==> src/kpsd_pkg.sv <==
package kpsd_pkg;

   localparam int NUM_KEYS  = 12;
   localparam int KEY_W     = 4;

   typedef logic [NUM_KEYS-1:0] scan_type;
   typedef logic [KEY_W-1:0]    key_num_type;

   // keypad code for raw key 1..12; entry 0 is the no-press code
   localparam key_num_type KEY_CODE_TABLE [0:NUM_KEYS] = '{
      4'd0, 4'd3, 4'd6, 4'd9, 4'd11, 4'd2, 4'd5, 4'd8, 4'd0, 4'd1, 4'd4, 4'd7, 4'd12
   };

endpackage

==> src/keypad_scan_debounce.sv <==
// Channel   Ports                                         Direction
// req       req_valid, req_ready, req_scan_word           in  (one scan sample per item)
// rsp       rsp_valid, rsp_ready, rsp_key_valid,          out (one result per sample)
//           rsp_key_index, rsp_key_code
//
// One item per cycle sustained while rsp_ready is high; rsp_valid rises as stage 2 advances.
// Stage 1 registers the scan word; stage 2 shifts the histories up to the lowest-numbered
// key that matches, holds those above it and loads the result register in the same cycle.
// Reset clears the key histories and both valid flags.
// A stalled rsp holds its result; stage 1 then fills and req_ready drops.
module keypad_scan_debounce #(
   parameter int STABLE_SAMPLES = 10
) (
   input  logic                   clock,
   input  logic                   reset,
   input  logic                   req_valid,
   output logic                   req_ready,
   input  kpsd_pkg::scan_type     req_scan_word,
   output logic                   rsp_valid,
   input  logic                   rsp_ready,
   output logic                   rsp_key_valid,
   output kpsd_pkg::key_num_type  rsp_key_index,
   output kpsd_pkg::key_num_type  rsp_key_code
);
   import kpsd_pkg::*;

   localparam int HIST_W = STABLE_SAMPLES + 1;
   localparam logic [HIST_W-1:0] HIST_MATCH = {1'b1, {STABLE_SAMPLES{1'b0}}};

   typedef logic [HIST_W-1:0] hist_type;

   logic        in_valid_ff;
   scan_type    in_scan_ff;
   hist_type    hist_ff [NUM_KEYS];
   hist_type    hist_in [NUM_KEYS];
   logic        rsp_valid_ff;
   logic        rsp_key_valid_ff, rsp_key_valid_in;
   key_num_type rsp_key_index_ff, rsp_key_index_in;
   key_num_type rsp_key_code_ff,  rsp_key_code_in;
   logic        advance;

   assign advance   = in_valid_ff && (!rsp_valid_ff || rsp_ready);
   assign req_ready = !in_valid_ff || advance;

   // shift each key up to the first match, stop updating above it
   always_comb begin
      hist_type shifted;
      logic     hit;
      hit              = 1'b0;
      rsp_key_valid_in = 1'b0;
      rsp_key_index_in = '0;
      for (int k = 0; k < NUM_KEYS; k++) begin
         shifted = {hist_ff[k][HIST_W-2:0], in_scan_ff[k]};
         if (hit) begin
            hist_in[k] = hist_ff[k];
         end else begin
            hist_in[k] = shifted;
            if (shifted == HIST_MATCH) begin
               hit              = 1'b1;
               rsp_key_valid_in = 1'b1;
               rsp_key_index_in = key_num_type'(k + 1);
            end
         end
      end
      rsp_key_code_in = KEY_CODE_TABLE[rsp_key_index_in];
   end

   always_ff @(posedge clock) begin
      if (reset) begin
         in_valid_ff  <= 1'b0;
         rsp_valid_ff <= 1'b0;
         for (int k = 0; k < NUM_KEYS; k++) begin
            hist_ff[k] <= '0;
         end
      end else begin
         if (req_valid && req_ready) begin
            in_valid_ff <= 1'b1;
            in_scan_ff  <= req_scan_word;
         end else if (advance) begin
            in_valid_ff <= 1'b0;
         end
         if (advance) begin
            rsp_valid_ff     <= 1'b1;
            rsp_key_valid_ff <= rsp_key_valid_in;
            rsp_key_index_ff <= rsp_key_index_in;
            rsp_key_code_ff  <= rsp_key_code_in;
            for (int k = 0; k < NUM_KEYS; k++) begin
               hist_ff[k] <= hist_in[k];
            end
         end else if (rsp_ready) begin
            rsp_valid_ff <= 1'b0;
         end
      end
   end

   assign rsp_valid     = rsp_valid_ff;
   assign rsp_key_valid = rsp_key_valid_ff;
   assign rsp_key_index = rsp_key_index_ff;
   assign rsp_key_code  = rsp_key_code_ff;

   a_hit_has_index: assert property (@(posedge clock) disable iff (reset)
      rsp_valid_ff && rsp_key_valid_ff |-> rsp_key_index_ff != '0)
      else $error("press reported without a key index");

   a_idle_zero: assert property (@(posedge clock) disable iff (reset)
      rsp_valid_ff && !rsp_key_valid_ff |-> rsp_key_index_ff == '0 && rsp_key_code_ff == '0)
      else $error("no-press result carries a key");

   a_stall_holds_hist: assert property (@(posedge clock) disable iff (reset)
      rsp_valid_ff && !rsp_ready |=> $stable(hist_ff[0]) && $stable(hist_ff[NUM_KEYS-1]))
      else $error("histories moved while the result stalled");

   a_stage_moves: assert property (@(posedge clock) disable iff (reset)
      in_valid_ff && !rsp_valid_ff |=> rsp_valid_ff)
      else $error("buffered sample not processed");

endmodule
==> config.mk <==
export PLATFORM = sky130hd
export DESIGN_NAME = keypad_scan_debounce
export DESIGN_NICKNAME = d
export VERILOG_FILES = /design/src/kpsd_pkg.sv /design/src/keypad_scan_debounce.sv
export SDC_FILE = /design/constraint.sdc
export NUM_CORES = 1
export LEC_CHECK = 0
export BUFFER_PORTS_ARGS = -buffer_cell sky130_fd_sc_hd__buf_2
export CAP_MARGIN = 20
export CORE_AREA = 2 2 123 125
export DETAILED_ROUTE_END_ITERATION = 8
export DIE_AREA = 0 0 125 127
export PLACE_DENSITY_LB_ADDON = 0.1
export SLEW_MARGIN = 20
export SYNTH_ARGS = -nofsm -noshare
export SYNTH_HDL_FRONTEND = slang
export SYNTH_SLANG_ARGS = --single-unit
==> constraint.sdc <==
create_clock -name clock -period 3.15 [get_ports clock]
set_clock_uncertainty 0.2 [all_clocks]
set_input_delay 0.4725 -clock clock [delete_from_list [all_inputs] [get_ports clock]]
set_output_delay 0.4725 -clock clock [all_outputs]
set_load 0.02 [all_outputs]
==> results.cfg <==
[placed_design]
post-place-cells = 602
placed_area_um2 = 6210
port_buffers = 26
post-place-ws_ps = 396
dpl.hpwl_um = 6840
gp_congestion = 0.730

[run_status]
status = complete, no violations

[critical_path]
cp_common_cell = a21o_1
crit_type = flip-flop to flip-flop
cp.arrival_ps = 2720
slowest_stage = edfxtp_1
r2r_cells = 10
crit_path_max_incr_delay_ps = 390
startpoint_type = flip-flop
path_cells = nor4_1, nand3_1, nand2_1, nor4_4, a21o_1, a21o_1, ha_1, inv_1, o22ai_1, a31o_1
crit_path_end_kind = flip-flop
crit_required_ps = 3130
cp_max_fo = 7

[synthesis]
yosysTopAreaCell = edfxtp_1
syn-instance-count = 402
synth_ff_type = edfxtp_1
async_flop_share_pct = 0
synth_fp_nets = 420
yosysTopAreaCellShare_pct = 72.2
yosysWarnings = 0
synthAdderAreaFrac_pct = 0.427
synth_most_common_cell = edfxtp_1
synth_commonest_cells = edfxtp_1 (141), and2_1 (101), nor2b_1 (23), clkbuf_1 (16), nand3_1 (15)
ys_ff_latch = 143
synth-seq-area-share_pct = 72.9
synth_top_family_by_area = simple AND/OR/NAND/NOR gates
synthSimpleGateAreaFrac_pct = 22.2
synth_edf_count = 141
synth-compound-area-share_pct = 3.01
synth_mux_area_share_pct = 0
syn_area_um2 = 5870
postSynthAreaPerCell_um2 = 14.6
synth_xor_area_share_pct = 0
ys_types = 34
yosys-top-cells-area = edfxtp_1 (72%), and2_1 (11%), nor2b_1 (2.5%)

[power_and_ir_drop]
ir_drop_v = 0.000359
power_mw = 4.46
power_density_nw_per_um2 = 657
p_leak_nw = 2.61

[layout]
n_antenna_cell = 0
nets = 455
syn2layout_area_growth_pct = 15.8
utilization_pct = 47.1
stdcell_count = 634
drive_above_1_share_pct = 14.7
finalInstanceArea_um2 = 6790

[detailed_routing]
vias_per_cell = 5.03
post_drt_wl_per_cell_um = 17.1
dr_wl_met2_um = 4810
vias = 3186
wl_met1_um = 5470
dr.max_layer_used = met4
first_pass_iters = 4
dr_wl_met3_um = 383
postRouteAntennaNets = 0
totalWireLength_um = 10900
initialDrtViolationCount = 192
drc = 0

[timing]
fmax_mhz = 364
fin_tns_setup_ps = 0
worst_pin_slew_ps = 537
timing.hold.ws_ps = 25.3
max-slew-margin-rel_pct = 63.9
hold_viol = 0
rsz0062_at_grt = no
setup_viol = 0
finalCritPeriodShare_pct = 87.2
slew_violations = 0
setup_ws_ps = 404
finalCriticalPeriod_ps = 2750

[global_routing]
grt_antenna_before_repair = 0
grt.overflow.total = 0
grt_pass1_vias = 3227
grt_pass1_wl_um = 17500
grt_max_degree = 70
grt_usage_pct = 14.6

[floorplanning]
dieArea_um2 = 15900
placementRows = 44
die_width_um = 125
start_util_pct = 40.7
fp.coreArea_um2 = 14400
dieHeight_um = 127
ios = 27

[cts]
cts_num_sinks = 143
cts_root_buf = clkbuf_16
cts_max_level = 4
cts_resized = 0
postCtsHoldBufs = 0
cts_buffers = 17
clock_latency_ps = 420
clock_path_buffers = 2
post_cts_buffers = 0
clkTransAtPathRegs_ps = 60
cts_tree = done

[worst_hold_path]
hp-class = primary input to flip-flop
min_delay_path_depth = 1

[flow_run]
drv_cap = 0
registers in the layout, summed over array words and instances, names as in the netlist:
signal         flops
hist_ff          120
in_scan_ff        12
in_valid_ff        1
rsp_key_code       4
rsp_key_index      4
rsp_key_valid      1
rsp_valid          1
path summary, 6_finish.rpt:
path / start / to / slack (ps)
worst max-delay path: in_scan_ff[5] / rsp_key_code[1] / 400
worst min-delay path: req_scan_word[0] / in_scan_ff[0] / 30
worst max register to register: in_scan_ff[5] / rsp_key_code[1] / 400
worst min register to register: in_valid_ff / rsp_valid / 310
final cells by class:
| type | instances | area, µm² |
|---|---|---|
| Multi-Input combinational cell | 237 | 1510 |
| Clock inverter | 14 | 149 |
| Inverter | 5 | 18.8 |
| Sequential cell | 143 | 4270 |
| Fill cell | 1302 | 7630 |
| Timing Repair Buffer | 33 | 183 |
| Clock buffer | 18 | 429 |
| Tap cell | 184 | 230 |
critical path: cells and delay by family, from the launching register on:
kind | cells | cell delay [ps]
and+or+nand+nor | 4 | 1030
buffers and inverters | 1 | 50
DFF | 1 | 390
adders and majority gates | 1 | 210
AOI/OAI and AO/OA | 4 | 620
power by group:
part / switching (mW) / total, mW / internal, mW
clock network: 0.762 / 1.99 / 1.23
logic: 0.118 / 0.187 / 0.0697
registers: 0.0572 / 2.29 / 2.23
layout by cell type, fill, tap and decap left out, types with 2 or more instances in the layout:
cell type,count
buf_4,7
and2_1,101
bufinv_16,3
nand3_1,15
clkinvlp_4,4
nand2_1,13
and3_1,2
nor3_1,14
nand2b_1,2
dfxtp_1,2
or2_1,3
nor2b_1,23
clkbuf_16,17
nor2_1,5
edfxtp_1,141
o21bai_1,3
clkinv_1,5
nor4_1,13
nor4b_1,11
buf_2,26
a21o_1,7
o21ai_0,3
clkinv_2,2
inv_1,5
or2_2,2
ha_1,2
a21oi_1,5
kinds of logic (layout without fill, tap and decap cells):
logic type | count (synthesis) | after routing
AOI/OAI and AO/OA | 25 | 25
adders and majority gates | 2 | 2
buffers and inverters | 22 | 70
DFF | 143 | 143
and+or+nand+nor | 210 | 210
routing by layer:
| layer | up-vias | GRT usage, % |
|---|---|---|
| met3 | 13 | 3.85 |
| met5 | - | 0 |
| met4 | 0 | 6.86 |
| met1 | 1584 | 20.5 |
| met2 | 48 | 21.4 |
| li1 | 1541 | - |
No activity file was read; power rests on OpenSTA's default activity.
